`src/rtl/core/fwprc_pkg.sv`:
```
// shared types, codes and command decoder for the four wheel pwm ramp controller
`timescale 1ns / 1ps

package fwprc_pkg;

  localparam int DUTY_WIDTH_DEF = 8;
  localparam int CFG_IDX_W      = 3;
  localparam int CFG_DATA_W     = 10;
  localparam int NUM_WHEELS     = 4;

  localparam logic [CFG_IDX_W-1:0] REG_RAMP_STEP      = 3'd0;
  localparam logic [CFG_IDX_W-1:0] REG_RAMP_PERIOD_MS = 3'd1;
  localparam logic [CFG_IDX_W-1:0] REG_SPEED_DEFAULT  = 3'd2;
  localparam logic [CFG_IDX_W-1:0] REG_ROTATE_SPEED   = 3'd3;
  localparam logic [CFG_IDX_W-1:0] REG_DIAGONAL_SPEED = 3'd4;
  localparam logic [CFG_IDX_W-1:0] REG_REVERSED_MASK  = 3'd5;

  localparam logic [7:0] RST_RAMP_STEP      = 8'd5;
  localparam logic [9:0] RST_RAMP_PERIOD_MS = 10'd10;
  localparam logic [7:0] RST_SPEED_DEFAULT  = 8'd200;
  localparam logic [7:0] RST_ROTATE_SPEED   = 8'd150;
  localparam logic [7:0] RST_DIAGONAL_SPEED = 8'd200;
  localparam logic [3:0] RST_REVERSED_MASK  = 4'd0;

  localparam logic [9:0] MS_MAX = 10'd1023;

  localparam logic [7:0] CMD_F = 8'h46;
  localparam logic [7:0] CMD_B = 8'h42;
  localparam logic [7:0] CMD_Q = 8'h51;
  localparam logic [7:0] CMD_E = 8'h45;
  localparam logic [7:0] CMD_S = 8'h53;
  localparam logic [7:0] CMD_L = 8'h4C;
  localparam logic [7:0] CMD_R = 8'h52;
  localparam logic [7:0] CMD_G = 8'h47;
  localparam logic [7:0] CMD_H = 8'h48;
  localparam logic [7:0] CMD_J = 8'h4A;
  localparam logic [7:0] CMD_K = 8'h4B;

  localparam logic [7:0] LOWER_A    = 8'h61;
  localparam logic [7:0] LOWER_Z    = 8'h7A;
  localparam logic [7:0] CASE_DELTA = 8'h20;

  typedef enum logic [1:0] {
    DIR_STOP = 2'd0,
    DIR_FWD  = 2'd1,
    DIR_BACK = 2'd2
  } dir_t;

  typedef enum logic [1:0] {
    SPD_DEFAULT = 2'd0,
    SPD_ROTATE  = 2'd1,
    SPD_DIAG    = 2'd2
  } spd_t;

  typedef struct packed {
    logic       req_type;
    logic [7:0] command_byte;
  } in_t;

  typedef struct packed {
    logic [7:0] fl_fwd_duty;
    logic [7:0] fl_back_duty;
    logic [7:0] fr_fwd_duty;
    logic [7:0] fr_back_duty;
    logic [7:0] rl_fwd_duty;
    logic [7:0] rl_back_duty;
    logic [7:0] rr_fwd_duty;
    logic [7:0] rr_back_duty;
    logic       cmd_ok;
  } out_t;

  // per wheel control for one processed item
  typedef struct packed {
    logic       stop;
    logic       set;
    logic       ramp;
    dir_t       dir;
    logic [7:0] duty;
    logic [7:0] step;
  } wheel_ctl_t;

  typedef struct packed {
    logic                  ok;
    logic                  stop;
    spd_t                  spd;
    dir_t [NUM_WHEELS-1:0] dirs;
  } decode_t;

  // dirs index 0 front left, 1 front right, 2 rear left, 3 rear right
  function automatic decode_t decode_cmd(input logic [7:0] byte_in);
    logic [7:0] c;
    decode_t    d;
    c = byte_in;
    if (c >= LOWER_A && c <= LOWER_Z) begin
      c = c - CASE_DELTA;
    end
    d.ok   = 1'b1;
    d.stop = 1'b0;
    d.spd  = SPD_DEFAULT;
    d.dirs = {DIR_STOP, DIR_STOP, DIR_STOP, DIR_STOP};
    case (c)
      CMD_F: d.dirs = {DIR_FWD, DIR_FWD, DIR_FWD, DIR_FWD};
      CMD_B: d.dirs = {DIR_BACK, DIR_BACK, DIR_BACK, DIR_BACK};
      CMD_Q: begin
        d.dirs = {DIR_FWD, DIR_BACK, DIR_FWD, DIR_BACK};
        d.spd  = SPD_ROTATE;
      end
      CMD_E: begin
        d.dirs = {DIR_BACK, DIR_FWD, DIR_BACK, DIR_FWD};
        d.spd  = SPD_ROTATE;
      end
      CMD_S: d.stop = 1'b1;
      CMD_L: d.dirs = {DIR_BACK, DIR_FWD, DIR_FWD, DIR_BACK};
      CMD_R: d.dirs = {DIR_FWD, DIR_BACK, DIR_BACK, DIR_FWD};
      CMD_G: begin
        d.dirs = {DIR_FWD, DIR_STOP, DIR_STOP, DIR_FWD};
        d.spd  = SPD_DIAG;
      end
      CMD_H: begin
        d.dirs = {DIR_STOP, DIR_FWD, DIR_FWD, DIR_STOP};
        d.spd  = SPD_DIAG;
      end
      CMD_J: d.dirs = {DIR_STOP, DIR_BACK, DIR_BACK, DIR_STOP};
      CMD_K: d.dirs = {DIR_BACK, DIR_STOP, DIR_STOP, DIR_BACK};
      default: begin
        d.ok   = 1'b0;
        d.stop = 1'b1;
      end
    endcase
    return d;
  endfunction

endpackage

```
`src/rtl/core/fwprc_wheel.sv`:
```
// one wheel: target and applied direction, duty slew and channel mapping
`timescale 1ns / 1ps

module fwprc_wheel #(
  parameter int DUTY_WIDTH = fwprc_pkg::DUTY_WIDTH_DEF
) (
  input  logic                   clk,
  input  logic                   rst_n,
  input  fwprc_pkg::wheel_ctl_t  ctl,
  input  logic                   rev,
  output logic [7:0]             fwd_duty,
  output logic [7:0]             back_duty
);
  import fwprc_pkg::*;

  dir_t                  tdir_r, tdir_nxt;
  dir_t                  adir_r, adir_nxt;
  logic [DUTY_WIDTH-1:0] tduty_r, tduty_nxt;
  logic [DUTY_WIDTH-1:0] cduty_r, cduty_nxt;

  logic                  flip;
  logic [DUTY_WIDTH-1:0] goal;
  logic [DUTY_WIDTH-1:0] step_ext;
  logic [DUTY_WIDTH-1:0] ramped;
  logic                  forward;

  assign step_ext = DUTY_WIDTH'(ctl.step);
  assign flip     = (tdir_r != adir_r) && (tdir_r != DIR_STOP);
  assign goal     = flip ? '0 : tduty_r;

  // step toward the goal without passing it
  always_comb begin
    ramped = cduty_r;
    if (cduty_r < goal) begin
      ramped = ((goal - cduty_r) <= step_ext) ? goal : cduty_r + step_ext;
    end else if (cduty_r > goal) begin
      ramped = ((cduty_r - goal) <= step_ext) ? goal : cduty_r - step_ext;
    end
  end

  always_comb begin
    tdir_nxt  = tdir_r;
    adir_nxt  = adir_r;
    tduty_nxt = tduty_r;
    cduty_nxt = cduty_r;
    if (ctl.stop) begin
      tdir_nxt  = DIR_STOP;
      adir_nxt  = DIR_STOP;
      tduty_nxt = '0;
      cduty_nxt = '0;
    end else if (ctl.set) begin
      tdir_nxt  = ctl.dir;
      tduty_nxt = (ctl.dir == DIR_STOP) ? '0 : DUTY_WIDTH'(ctl.duty);
    end else if (ctl.ramp) begin
      cduty_nxt = ramped;
      if (ramped == '0) begin
        adir_nxt = tdir_r;
      end
    end
  end

  always_ff @(posedge clk) begin
    if (!rst_n) begin
      tdir_r  <= DIR_STOP;
      adir_r  <= DIR_STOP;
      tduty_r <= '0;
      cduty_r <= '0;
    end else begin
      tdir_r  <= tdir_nxt;
      adir_r  <= adir_nxt;
      tduty_r <= tduty_nxt;
      cduty_r <= cduty_nxt;
    end
  end

  assign forward = (adir_nxt == DIR_FWD) ^ rev;

  always_comb begin
    fwd_duty  = '0;
    back_duty = '0;
    if (adir_nxt == DIR_FWD || adir_nxt == DIR_BACK) begin
      if (forward) begin
        fwd_duty = cduty_nxt[7:0];
      end else begin
        back_duty = cduty_nxt[7:0];
      end
    end
  end

endmodule

```
`src/rtl/core/four_wheel_pwm_ramp_controller.sv`:
```
// top level of the four wheel pwm ramp controller
// throughput: one item per cycle unless a held result is stalled, set by the single registered update pass
// reset: synchronous active low; all wheels stopped, duties and tick count zero,
// registers back to their defaults
`timescale 1ns / 1ps

module four_wheel_pwm_ramp_controller #(
  parameter int DUTY_WIDTH = fwprc_pkg::DUTY_WIDTH_DEF
) (
  input  logic                                clk,
  input  logic                                rst_n,
  input  logic                                in_valid,
  output logic                                in_stall,
  input  fwprc_pkg::in_t                      in_data,
  output logic                                out_valid,
  input  logic                                out_stall,
  output fwprc_pkg::out_t                     out_data,
  input  logic                                cfg_valid,
  output logic                                cfg_ready,
  input  logic [fwprc_pkg::CFG_IDX_W-1:0]     cfg_index,
  input  logic [fwprc_pkg::CFG_DATA_W-1:0]    cfg_data
);
  import fwprc_pkg::*;

  logic [7:0] ramp_step_r;
  logic [9:0] ramp_period_r;
  logic [7:0] speed_default_r;
  logic [7:0] rotate_speed_r;
  logic [7:0] diagonal_speed_r;
  logic [3:0] reversed_mask_r;

  logic in_vld_r, in_vld_nxt;
  in_t  in_data_r;
  logic out_vld_r, out_vld_nxt;
  out_t out_data_r;
  logic [9:0] ms_r, ms_nxt;

  logic       in_xfer;
  logic       advance;
  logic       is_tick;
  logic [9:0] ms_inc;
  logic       ramp_now;
  decode_t    dec;
  logic [7:0] sel_duty;

  wheel_ctl_t ctl [NUM_WHEELS];
  logic [7:0] fwd [NUM_WHEELS];
  logic [7:0] back [NUM_WHEELS];

  assign cfg_ready = 1'b1;

  always_ff @(posedge clk) begin
    if (!rst_n) begin
      ramp_step_r      <= RST_RAMP_STEP;
      ramp_period_r    <= RST_RAMP_PERIOD_MS;
      speed_default_r  <= RST_SPEED_DEFAULT;
      rotate_speed_r   <= RST_ROTATE_SPEED;
      diagonal_speed_r <= RST_DIAGONAL_SPEED;
      reversed_mask_r  <= RST_REVERSED_MASK;
    end else if (cfg_valid && cfg_ready) begin
      case (cfg_index)
        REG_RAMP_STEP:      ramp_step_r      <= cfg_data[7:0];
        REG_RAMP_PERIOD_MS: ramp_period_r    <= cfg_data[9:0];
        REG_SPEED_DEFAULT:  speed_default_r  <= cfg_data[7:0];
        REG_ROTATE_SPEED:   rotate_speed_r   <= cfg_data[7:0];
        REG_DIAGONAL_SPEED: diagonal_speed_r <= cfg_data[7:0];
        REG_REVERSED_MASK:  reversed_mask_r  <= cfg_data[3:0];
        default: ;
      endcase
    end
  end

  // input register feeds the update pass, result register holds its output
  assign advance    = in_vld_r && (!out_vld_r || !out_stall);
  assign in_stall   = in_vld_r && !advance;
  assign in_xfer    = in_valid && !in_stall;
  assign in_vld_nxt = in_xfer ? 1'b1 : (advance ? 1'b0 : in_vld_r);
  assign out_vld_nxt = advance ? 1'b1 : ((out_vld_r && !out_stall) ? 1'b0 : out_vld_r);

  assign is_tick  = in_data_r.req_type;
  assign ms_inc   = (ms_r < MS_MAX) ? ms_r + 10'd1 : ms_r;
  assign ramp_now = ms_inc >= ramp_period_r;
  assign dec      = decode_cmd(in_data_r.command_byte);

  always_comb begin
    ms_nxt = ms_r;
    if (advance && is_tick) begin
      ms_nxt = ramp_now ? 10'd0 : ms_inc;
    end
  end

  always_comb begin
    case (dec.spd)
      SPD_DEFAULT: sel_duty = speed_default_r;
      SPD_ROTATE:  sel_duty = rotate_speed_r;
      SPD_DIAG:    sel_duty = diagonal_speed_r;
      default:     sel_duty = speed_default_r;
    endcase
  end

  for (genvar w = 0; w < NUM_WHEELS; w++) begin : g_wheel
    always_comb begin
      ctl[w].stop = advance && !is_tick && dec.stop;
      ctl[w].set  = advance && !is_tick && !dec.stop;
      ctl[w].ramp = advance && is_tick && ramp_now;
      ctl[w].dir  = dec.dirs[w];
      ctl[w].duty = sel_duty;
      ctl[w].step = ramp_step_r;
    end

    fwprc_wheel #(
      .DUTY_WIDTH(DUTY_WIDTH)
    ) u_wheel (
      .clk       (clk),
      .rst_n     (rst_n),
      .ctl       (ctl[w]),
      .rev       (reversed_mask_r[w]),
      .fwd_duty  (fwd[w]),
      .back_duty (back[w])
    );
  end

  always_ff @(posedge clk) begin
    if (!rst_n) begin
      in_vld_r  <= 1'b0;
      out_vld_r <= 1'b0;
      ms_r      <= '0;
    end else begin
      in_vld_r  <= in_vld_nxt;
      out_vld_r <= out_vld_nxt;
      ms_r      <= ms_nxt;
    end
  end

  always_ff @(posedge clk) begin
    if (in_xfer) begin
      in_data_r <= in_data;
    end
    if (advance) begin
      out_data_r.fl_fwd_duty  <= fwd[0];
      out_data_r.fl_back_duty <= back[0];
      out_data_r.fr_fwd_duty  <= fwd[1];
      out_data_r.fr_back_duty <= back[1];
      out_data_r.rl_fwd_duty  <= fwd[2];
      out_data_r.rl_back_duty <= back[2];
      out_data_r.rr_fwd_duty  <= fwd[3];
      out_data_r.rr_back_duty <= back[3];
      out_data_r.cmd_ok       <= !is_tick && dec.ok;
    end
  end

  assign out_valid = out_vld_r;
  assign out_data  = out_data_r;

`ifndef SYNTHESIS
  // a wheel never drives both of its channels
  assert property (@(posedge clk) disable iff (!rst_n)
    out_vld_r |-> !((out_data_r.fl_fwd_duty != 8'd0 && out_data_r.fl_back_duty != 8'd0) ||
                    (out_data_r.fr_fwd_duty != 8'd0 && out_data_r.fr_back_duty != 8'd0) ||
                    (out_data_r.rl_fwd_duty != 8'd0 && out_data_r.rl_back_duty != 8'd0) ||
                    (out_data_r.rr_fwd_duty != 8'd0 && out_data_r.rr_back_duty != 8'd0)))
    else $error("wheel drives both channels");

  // a tick result never reports a recognized command
  assert property (@(posedge clk) disable iff (!rst_n)
    advance && is_tick |=> out_vld_r && !out_data_r.cmd_ok)
    else $error("tick result with cmd_ok set");

  // input stalls only while both stages are occupied and the result is held
  assert property (@(posedge clk) disable iff (!rst_n)
    in_stall |-> in_vld_r && out_vld_r && out_stall)
    else $error("input stalled with room in the pipeline");
`endif

endmodule

```
`config.mk`:
```
export PLATFORM = sky130hd
export DESIGN_NAME = four_wheel_pwm_ramp_controller
export DESIGN_NICKNAME = d
export VERILOG_FILES = /design/src/rtl/core/fwprc_pkg.sv /design/src/rtl/core/fwprc_wheel.sv /design/src/rtl/core/four_wheel_pwm_ramp_controller.sv
export SDC_FILE = /design/constraint.sdc
export NUM_CORES = 1
export LEC_CHECK = 0
export ABC_AREA = 1
export BUFFER_PORTS_ARGS = -buffer_cell sky130_fd_sc_hd__buf_2
export CORE_ASPECT_RATIO = 0.6
export CORE_MARGIN = 5
export CORE_UTILIZATION = 51
export CTS_BUF_LIST = sky130_fd_sc_hd__clkbuf_4
export DETAILED_ROUTE_END_ITERATION = 8
export PLACE_DENSITY = 0.69
export SLEW_MARGIN = 20
export SYNTH_ARGS = -nofsm -noshare
export SYNTH_HDL_FRONTEND = slang
export SYNTH_HIERARCHICAL = 1
export SYNTH_SLANG_ARGS = --single-unit
```
`constraint.sdc`:
```
create_clock -name clk -period 7.5 [get_ports clk]
set_clock_uncertainty 0.15 [all_clocks]
set_input_delay 0.375 -clock clk [delete_from_list [all_inputs] [get_ports clk]]
set_output_delay 0.375 -clock clk [all_outputs]
set_load 0.1 [all_outputs]
```
==> summary.md, run 1 <==
| Metric | Value |
|---|---|
| Outcome | `finished, final reports clean` |
| Reg2reg path depth | `30` |
| Number of setup buffers added after CTS | `0` |
| Async set-reset flop share out of synthesis | `0%` |
| CP max-delay cell | `fa_1` |
| Worst hold path endpoint | `rotate_speed_r[2]$_SDFFE_PN1P_` |
| PD cells | `142 nW/um^2` |
| Final Cycle Share | `around four fifths` |
| Static leakage | `9.89 nW` |
| GRT Util Overall | `28.2%` |
| Syn_nets | `roughly 2800` |
| Horiz. Die Dim | `approximately 250 um` |
| Clock Latency Late Sink | `just over 0.7 ns` |
| Seq/Total Area, Yosys | `27.7%` |
| I/O pins | `95` |
| # resized after CTS | `0` |
| Die ar. | `just under 40000 sq um` |
| CP endpoint kind | `flop` |
| Vias per inst | `around 5.5` |
| Kind of critical path | `flop to flop` |
| Vias in the first global route | `about 16000` |
| Layout cell share with drive strength beyond 1 | `around 14%` |
| Area added between synthesis and finish | `9.41%` |
| CP dominant cell by count | `nor2_1` |
| Critical Path AT | `roughly 6.3 ns` |
| Floorplan row count | `between 50 and 60` |
| RR Endpoint | `out_data[34]$_DFFE_PP_` |
| Measured slew at the worst slew-check pin | `0.995 ns` |
| Hold WS | `0.0723 ns` |
| Avg Inst Size Synth | `7.16 sq um` |
| Register-to-register path setup slack | `1.55 ns` |
| Headroom to the max-slew limit | `33.6%` |
| Root buf cell | `clkbuf_4` |
| Starting Density | `between 50 and 60%` |
| Critical path launch point type | `flop` |
| Via count | `between 15000 and 20000` |
| Core footprint | `about 35000 sq um` |
| First-pass GRT wire length | `just under 90000 um` |
| Post-DP HPWL | `~44000 um` |
| Wirelength per Cell | `about 18 um` |
| First-pass DRT Iterations | `6` |
| Number of synthesized flops with an enable pin | `between 70 and 80` |
| Gr ovfl total | `0` |
| DRC | `0` |
| Drt total wl | `56800 um` |
| Detailed Route Iter0 Violations | `2109` |
| CTS buffer count | `52` |
| Gpl congestion | `1.03` |
| Post-Syn Instances | `about 2500` |
| Synth Flop Type | `dfxtp_1` |
| Port Buffers | `between 90 and 100` |
| Critical path's largest stage delay | `about 0.42 ns` |
| Worst Hold Class | `primary input to flop` |
| H-tree depth | `2` |
| Clock transition at path regs | `0.08 ns` |
| Initial antenna violation count | `1` |
| Largest net degree at the start of global routing | `63` |
| Post-Syn Area | `approximately 18000 sq um` |
| Final Slew Violations | `0` |
| Synth Register Bits | `~210` |
| Worst R2R Start | `g_wheel[1].u_wheel/tdir_r[0]$_SDFFE_PP0P_` |
| Post-CTS Hold Fix Bufs | `27` |
| # Max-Cap Violations | `0` |
| VDD IR max | `approximately 0.12 mV` |
| Data required, critical path | `roughly 7.9 ns` |
| Hold Startpoint | `rst_n` |
| Final ANT Viol Nets | `0` |
| Synth cell types | `62` |
| CTS tree | `built` |
| Max FO, Critical Path | `11` |
| Final Hold Fails | `0` |
| Yosys warns | `6` |
| NumNets Final | `around 2900` |
| Clk buf depth | `3` |
| Fmax | `around 0.17 GHz` |
| Die H | `between 150 and 200 um` |
| Endpoints failing setup | `0` |
| Min-Delay Path Depth | `3` |
| # clock sinks | `around 210` |
| Setup TNS | `0 ns` |
| Period minus WS final | `about 6.0 ns` |
| RSZ-0062 raised after global routing | `no` |
## kinds of logic (layout without fill, tap and decap cells)
logic type	Yosys count	in the layout	share of synthesized area, %
fa+ha+maj	218	218	15.8
flops	212	212	27.7
buf+inv	416	572	9.62
other cells	1	3	0.0209
compound gates	396	396	12.7
simple gates	1182	1182	29.9
xor+xnor	85	85	4.14
## state kept, by name (all words and copies together), names as in the netlist
name and cells:
g_wheel.u_wheel/adir_r 8, in_data_r 8, out_data 65, is_tick 1, rotate_speed_r 8, ramp_period_r 10
g_wheel.u_wheel/tdir_r 8, speed_default_r 8, ramp_step_r 8, in_vld_r 1, g_wheel.u_wheel/tduty_r 32, diagonal_speed_r 8
out_valid 1, reversed_mask_r 4, g_wheel.u_wheel/cduty_r 32, ms_r 10
## power breakdown
part           internal [W]  switching (W)  total (W)
sequential          0.00122      0.0000241    0.00124
clock              0.000538       0.000500    0.00104
combinational      0.000125       0.000381   0.000506
## stage by stage
stage	instances	utilization [%]	power [W]	worst slack, ns	area (sq um)
CTS	3133	56.3	0.00279	1.66	19700
finish	3135	56.4	0.00278	1.55	19700
floorplan	2510	-	0.00163	1.09	18000
global route	3135	56.4	0.00291	1.24	19700
global placement	3009	53.5	0.00174	1.79	18700
detailed placement	3009	53.5	0.00175	1.72	18700
## cells in the final DEF, fill, tap and decap left out, types with 10 or more instances in the layout
cell           synthesis  routed
a211oi_1              13      13
a21o_1                13      13
a21oi_1              194     194
a21oi_2               12      12
buf_2                  8      93
clkbuf_4               1      83
dfxtp_1              138     138
dlygate4sd3_1          1      27
edfxtp_1              74      74
fa_1                  16      16
ha_1                 202     202
inv_1                327     327
inv_2                 15      17
nand2_1              540     540
nand2_2               45      45
nand2_4               10      10
nand3_1              182     182
nand3_2               19      19
nand4_1               40      40
nor2_1               284     283
nor2_2                24      24
o211ai_1              28      28
o21ai_0               96      96
xnor2_1               25      25
xor2_1                60      60
## metal layers
metal  GRT usage (%)  part of all wire (%)
met3            7.59                    12
met2            36.5                    36
met4            4.47                   1.2
met5               0                     0
met1            46.3                    51
## worst max-delay path by stage
stage                                                         start                      to  slack, ns
final                     g_wheel[1].u_wheel/tdir_r[0]$_SDFFE_PP0P_  out_data[34]$_DFFE_PP_       1.55
after global routing      g_wheel[0].u_wheel/tdir_r[0]$_SDFFE_PP0P_  out_data[53]$_DFFE_PP_       1.24
after CTS                 g_wheel[1].u_wheel/tdir_r[0]$_SDFFE_PP0P_  out_data[33]$_DFFE_PP_       1.66
after detailed placement  g_wheel[1].u_wheel/tdir_r[0]$_SDFFE_PP0P_  out_data[40]$_DFFE_PP_       1.72
after global placement    g_wheel[1].u_wheel/tdir_r[0]$_SDFFE_PP0P_  out_data[37]$_DFFE_PP_       1.79
after floorplan                              out_valid$_SDFFE_PN0P_   out_data[2]$_DFFE_PP_       1.09
## worst max-delay path, delay by kind of cell, from the launching register on
family	cells	cell delay [ns]
and+or+nand+nor	16	2.64
adders and majority gates	4	1.09
AOI/OAI and AO/OA	3	0.64
xor gates and xnor gates	3	0.54
buffers and inverters	4	0.36
DFF	1	0.35
## layout make-up
type                    instances  area (sq um)
fillers                      3432         15200
clock inverters                14          86.3
clock buffers                  83           623
inverters                     350          1340
well taps                     467           584
diodes                          2          5.00
flip-flops and latches        212          4980
multi-input cells            1882         11300
repair buffers                125           773
## synth_stat cells (all sizes together) (6+ instances only)
cell type | n | share of area [%]
or2 | 9 | 0.31
o211ai | 28 | 1.2
xnor2 | 25 | 1.2
a21o | 14 | 0.59
fa | 16 | 1.8
clkbuf | 29 | 0.63
o21ai | 109 | 3.1
xor2 | 60 | 2.9
ha | 202 | 14
buf | 36 | 1.5
nand2 | 595 | 13
nor2 | 318 | 7.5
nand3 | 202 | 6.2
nand4 | 47 | 1.9
a21oi | 210 | 6.4
a211oi | 13 | 0.54
a31oi | 7 | 0.24
dfxtp | 138 | 15
edfxtp | 74 | 12
o21a | 6 | 0.25
inv | 346 | 7.3
Note: power is estimated with default switching activity, not from simulation.
==> run 2: changes to the inputs <==
- PLACE_DENSITY: 0.69 -> 0.72
- clock period: 7.5 -> 5 ns (I/O delays scaled with it)
==> run 2 against run 1 <==
Compared with the run above:
- the run now ends with setup timing left
- cell count rose by 9.3%
- sequential share of layout area fell by 4.2 points
- fmax rose by 14%
- wire length rose by 14%
- register-to-register slack got worse by 1.8 ns
- critical path depth rose by 4
- sequential power rose by 49%
- first-iteration DRC count rose by 8.4%
- sequential cell count did not move
- via count rose by 9.4%
- design area rose by 20%
- core utilization rose by 11 points
- critical path type unchanged
- largest power group unchanged
==> summary.md, run 2 (synthesized netlist as in run 1, its figures left out) <==
| Metric | Value |
|---|---|
| Outcome | `finished with violations` |
| Failing checks | `setup timing` |
| Critical path's largest stage delay | `0.35 ns` |
| PD cells | `between 150 and 200 nW/um^2` |
| Data required, critical path | `approximately 5.3 ns` |
| Worst R2R Start | `g_wheel[2].u_wheel/adir_r[0]$_SDFF_PN0_` |
| Die H | `about 160 um` |
| Fin util | `between 60% and 70%` |
| Period minus WS final | `roughly 5.2 ns` |
| GRT Util Overall | `a little under a third` |
| Number of cells on the critical path | `34` |
| Die ar. | `about 39000 sq um` |
| Static leakage | `about 11 nW` |
| H-tree depth | `2` |
| Max reg flops | `65` |
| Final worst slack | `-0.238 ns` |
| I/O pins | `between 90 and 100` |
| CTS tree | `built` |
| Largest net degree at the start of global routing | `57` |
| Port Buffers | `93` |
| Fmax | `roughly 0.19 GHz` |
| Area added between synthesis and finish | `31.7%` |
| Reg2reg path depth | `34` |
| Vias in the first global route | `approximately 17000` |
| Core footprint | `34900 sq um` |
| Vias per inst | `between 5 and 6` |
| Starting Density | `between 50% and 60%` |
| Worst setup path endpoint | `out_data[22]$_DFFE_PP_` |
| # Max-Cap Violations | `0` |
| NumNets Final | `~3200` |
| Clock Latency Late Sink | `a little under 0.8 ns` |
| Max FO, Critical Path | `6` |
| Root buf cell | `clkbuf_4` |
| Gr ovfl total | `0` |
| Layout cell share with drive strength beyond 1 | `between 30% and 40%` |
| Tot Pwr | `about 0.0043 W` |
| Post-DP HPWL | `48300 um` |
| CP endpoint kind | `flop` |
| Layout fillers | `between 2000 and 3000` |
| Headroom to the max-slew limit | `around 41%` |
| Critical Path AT | `about 5.5 ns` |
| Final Cycle Share | `105%` |
| Horiz. Die Dim | `around 250 um` |
| Commonest non-fill, non-tap cell in the layout | `nand2_1` |
| Critical path launch point type | `flop` |
| RSZ-0062 raised after global routing | `yes` |
| # clock sinks | `around 210` |
| Kind of cell adding the most delay to the critical path | `simple AND/OR/NAND/NOR gates` |
| Setup TNS | `-2.76 ns` |
| DRC | `0` |
| Clk buf depth | `3` |
| Layout Cells excl Fill | `3426` |
| Gpl congestion | `slightly above 1` |
| Final Hold Fails | `0` |
| Measured slew at the worst slew-check pin | `0.890 ns` |
| Clock transition at path regs | `0.07 ns` |
| CTS buffer count | `52` |
| First-pass DRT Iterations | `6` |
| CP bufs+invs | `7` |
| Cell count after placement | `about 3200` |
| Via count | `between 15000 and 20000` |
| Most frequent cells in the layout | `nand2_1 (474), inv_1 (313), nor2_1 (232)` |
| Kind of critical path | `flop to flop` |
| CP dominant cell by count | `nand2_2` |
| Endpoints failing setup | `22` |
| First-pass GRT wire length | `a little under 100000 um` |
| Initial antenna violation count | `1` |
| Worst Hold Class | `primary input to flop` |
| Register-to-register path setup slack | `-0.24 ns` |
| RR Endpoint | `out_data[22]$_DFFE_PP_` |
| Final ANT Viol Nets | `0` |
| Min-Delay Path Depth | `4` |
| Detailed Route Iter0 Violations | `about 2300` |
| VDD IR max | `between 0.2 and 0.25 mV` |
| Drt total wl | `64900 um` |
| Wirelength per Cell | `between 15 and 20 um` |
| Final Slew Violations | `0` |
| Critical path origin | `g_wheel[2].u_wheel/adir_r[0]$_SDFF_PN0_` |
| Floorplan row count | `53` |
| CP max-delay cell | `fa_2` |
run 2: worst min-delay path by stage:
stage | startpoint | end | slack, ns
finish | cfg_data[7] | speed_default_r[7]$_SDFFE_PN1P_ | 0.18
global route | cfg_data[6] | speed_default_r[6]$_SDFFE_PN1P_ | 0.16
CTS | cfg_data[4] | diagonal_speed_r[4]$_SDFFE_PN0P_ | 0.14
detailed placement | in_data[3] | in_data_r[3]$_DFFE_PP_ | 0.28
global placement | in_data[5] | in_data_r[5]$_DFFE_PP_ | 0.28
floorplan | in_data[0] | in_data_r[0]$_DFFE_PP_ | 0.20
run 2: stage by stage:
stage	instance area (sq um)	worst slack (ns)	hold WS, ns
finish	23700	-0.238	0.183
global route	23700	-0.352	0.164
floorplan	18000	0.170	0.199
global placement	20200	-0.495	0.277
CTS	22000	0.000574	0.142
detailed placement	20200	-0.553	0.278
run 2: cell type report:
| cell class | instances | area, sq um | share of cell area, % |
|---|---|---|---|
| diodes | 1 | 2.50 | 0.0106 |
| flip-flops and latches | 212 | 5010 | 21.2 |
| clock inverters | 22 | 113 | 0.476 |
| inverters | 350 | 1360 | 5.73 |
| well taps | 467 | 584 | 2.47 |
| clock buffers | 76 | 571 | 2.41 |
| multi-input cells | 1885 | 12900 | 54.3 |
| repair buffers | 413 | 3170 | 13.4 |
run 2: where the power goes:
part | internal (W) | switching (W)
Sequential | 0.00182 | 0.0000326
Combinational | 0.000313 | 0.000671
Clock | 0.000713 | 0.000785
run 2: what timing repair did:
action,4_1_cts,5_1_grt
buffers inserted,26,36
endpoints found under the hold margin,85,0
resized for setup,108,316
pin swaps,41,172
endpoints found under the setup margin,64,67
hold buffers,52,0
cloned,2,1
run 2: per-layer routing:
| layer | vias up | GRT usage [%] | wire length (um) |
|---|---|---|---|
| li1 | 9024 | - | - |
| met1 | 8865 | 47.8 | 30100 |
| met2 | 978 | 40.3 | 25000 |
| met3 | 106 | 11.3 | 8570 |
| met4 | 0 | 6.15 | 1220 |
| met5 | - | 0 | 0 |
run 2: tightest hold or removal path: stages:
cell,delay (ns)
dlygate4sd3_1,0.52
buf_2,0.17
nand2_1,0.07
nand3_1,0.07
==> run 3: changes to the inputs <==
- ABC_CLOCK_PERIOD_IN_PS: default -> 5000
- PLACE_DENSITY: 0.72 -> 0.78
==> run 3 against run 2 <==
Compared with the run above:
- the run now ends clean
- combinational power down 9.1%
- hold slack lost 0.13 ns
- die area is the same
- total power down 0.27%
- critical path depth decreased by 4
- fmax grew 5.7%
- critical endpoint is now out_data[33]$_DFFE_PP_
- largest cell class unchanged
==> summary.md, run 3 (synthesized netlist as in run 1, its figures left out) <==
| Metric | Value |
|---|---|
| Headroom to the max-slew limit | `between 40% and 50%` |
| Final Cycle Share | `99.1%` |
| Critical path's largest stage delay | `between 0.3 and 0.4 ns` |
| Worst Hold Class | `primary input to flop` |
| Cell area after layout | `22700 sq um` |
| Die H | `between 150 and 200 um` |
| Hold WS | `0.0520 ns` |
| Clock transition at path regs | `about 0.080 ns` |
| Floorplan row count | `53` |
| Commonest non-fill, non-tap cell in the layout | `nand2_1` |
| Data required, critical path | `~5.5 ns` |
| Layout cell share with drive strength beyond 1 | `between 20% and 30%` |
| Fin util | `approximately two thirds` |
| Fmax | `roughly 0.20 GHz` |
| Endpoints failing setup | `0` |
| CTS tree | `built` |
| Top sig layer | `met5` |
| Initial antenna violation count | `1` |
| Met3 Routed Length | `just under 8000 um` |
| # Max-Cap Violations | `0` |
| RSZ-0062 raised after global routing | `yes` |
| Max reg flops | `65` |
| Final ANT Viol Nets | `0` |
| Static leakage | `11.1 nW` |
| CTS buffer count | `53` |
| Wirelength per Cell | `around 18 um` |
| Cell count after placement | `~3200` |
| N_diodes | `0` |
| Vias in the first global route | `around 17000` |
| First-pass DRT Iterations | `6` |
| Met2 wire length | `about 24000 um` |
| Layout Cells excl Fill | `roughly 3400` |
| Measured slew at the worst slew-check pin | `between 0.8 and 0.9 ns` |
| Register-to-register path setup slack | `~0.045 ns` |
| Port Buffers | `93` |
| Placed Area | `roughly 20000 sq um` |
| VDD IR max | `0.170 mV` |
| Root buf cell | `clkbuf_4` |
| CP max-delay cell | `fa_2` |
| Clock Latency Late Sink | `0.76 ns` |
| Horiz. Die Dim | `around 250 um` |
| NumNets Final | `roughly 3100` |
| Critical Path AT | `5.42 ns` |
| # clock sinks | `212` |
| Most frequent cells in the layout | `nand2_1 (495), inv_1 (318), nor2_1 (231)` |
| Tot Pwr | `approximately 0.0043 W` |
| Via count | `18608` |
| Detailed Route Iter0 Violations | `between 1500 and 2000` |
| Largest net degree at the start of global routing | `59` |
| Final Hold Fails | `0` |
| GRT Util Overall | `slightly below 30%` |
| Kind of critical path | `flop to flop` |
| Max FO, Critical Path | `8` |
| Clk buf depth | `3` |
| Final Slew Violations | `0` |
| Vias per inst | `5.53` |
| Period minus WS final | `about 5.0 ns` |
| Post-DP HPWL | `roughly 47000 um` |
| Outcome | `finished, final reports clean` |
| Gpl congestion | `between 1 and 1.5` |
| CP endpoint kind | `flop` |
| Drt total wl | `about 62000 um` |
| I/O pins | `between 90 and 100` |
| Gr ovfl total | `0` |
| PD cells | `approximately 190 nW/um^2` |
| First-pass GRT wire length | `between 90000 and 100000 um` |
| Die ar. | `between 30000 and 40000 sq um` |
| H-tree depth | `2` |
| Core footprint | `approximately 35000 sq um` |
| Area added between synthesis and finish | `26.4%` |
| Critical path launch point type | `flop` |
| M1 WL | `28600 um` |
| DRC | `0` |
| Starting Density | `between 50 and 60%` |
run 3: cell count changes in the layout (fill, tap and decap cells not counted), moves of 5 or more:
| cell | change |
|---|---|
| clkbuf_4 | -6 |
| nand2_1 | +21 |
| dlygate4sd3_1 | -11 |
| a21oi_1 | +7 |
| inv_1 | +5 |
| buf_4 | -24 |
| nand2_2 | -19 |
| nand3_1 | +12 |
| buf_6 | -22 |
| nor2_2 | +8 |
| ha_1 | -5 |
| nor2_4 | -7 |
| clkinv_1 | +6 |
| nand3_2 | -10 |
run 3: cell type report:
| class | count | area (sq um) |
|---|---|---|
| flip-flops and latches | 212 | 5000 |
| multi-input cells | 1882 | 12500 |
| well taps | 467 | 584 |
| inverters | 350 | 1350 |
| fillers | 2983 | 12200 |
| repair buffers | 354 | 2610 |
| clock inverters | 29 | 183 |
| clock buffers | 70 | 526 |
run 3: worst paths after layout:
path | start | end | depth (start not counted)
hold / removal | in_data[5] | in_data_r[5]$_DFFE_PP_ | 2
hold reg to reg | rotate_speed_r[2]$_SDFFE_PN1P_ | rotate_speed_r[2]$_SDFFE_PN1P_ | 2
setup / recovery | g_wheel[1].u_wheel/adir_r[1]$_SDFF_PN0_ | out_data[33]$_DFFE_PP_ | 30
setup reg to reg | g_wheel[1].u_wheel/adir_r[1]$_SDFF_PN0_ | out_data[33]$_DFFE_PP_ | 30
run 3: where the power goes:
group / internal [W] / total (W) / switching (W)
logic: 0.000269 / 0.000894 / 0.000625
clock network: 0.000769 / 0.00158 / 0.000808
registers: 0.00182 / 0.00185 / 0.0000306
run 3: worst max-delay path: cells and delay by family (launching register included):
kind                       cells  cell delay, ns
AOI/OAI and AO/OA              2            0.28
DFF                            1            0.34
buffers and inverters          2            0.22
adders and majority gates      4            1.00
xor gates and xnor gates       3            0.52
and+or+nand+nor               19            2.28
run 3: through the flow:
step / worst slack [ns] / setup TNS [ns]
after CTS: 0.00822 / 0
after global routing: -0.209 / -4.30
final: 0.0453 / 0
after detailed placement: -0.248 / -5.29
after global placement: -0.194 / -3.04
after floorplan: 0.170 / 0
run 3: repair_timing:
item / CTS / global route
hold buffers: 41 / 0
pin swaps: 3 / 120
setup buffers: 0 / 23
gates resized for setup: 35 / 283
endpoints found under the setup margin: 56 / 64
endpoints found under the hold margin: 73 / 0
run 3: routing by layer:
layer,track usage (%),vias to the layer above
met2,39.9,952
met5,0,-
met3,9.37,97
met1,46.1,8639
li1,-,8918
met4,5.94,2
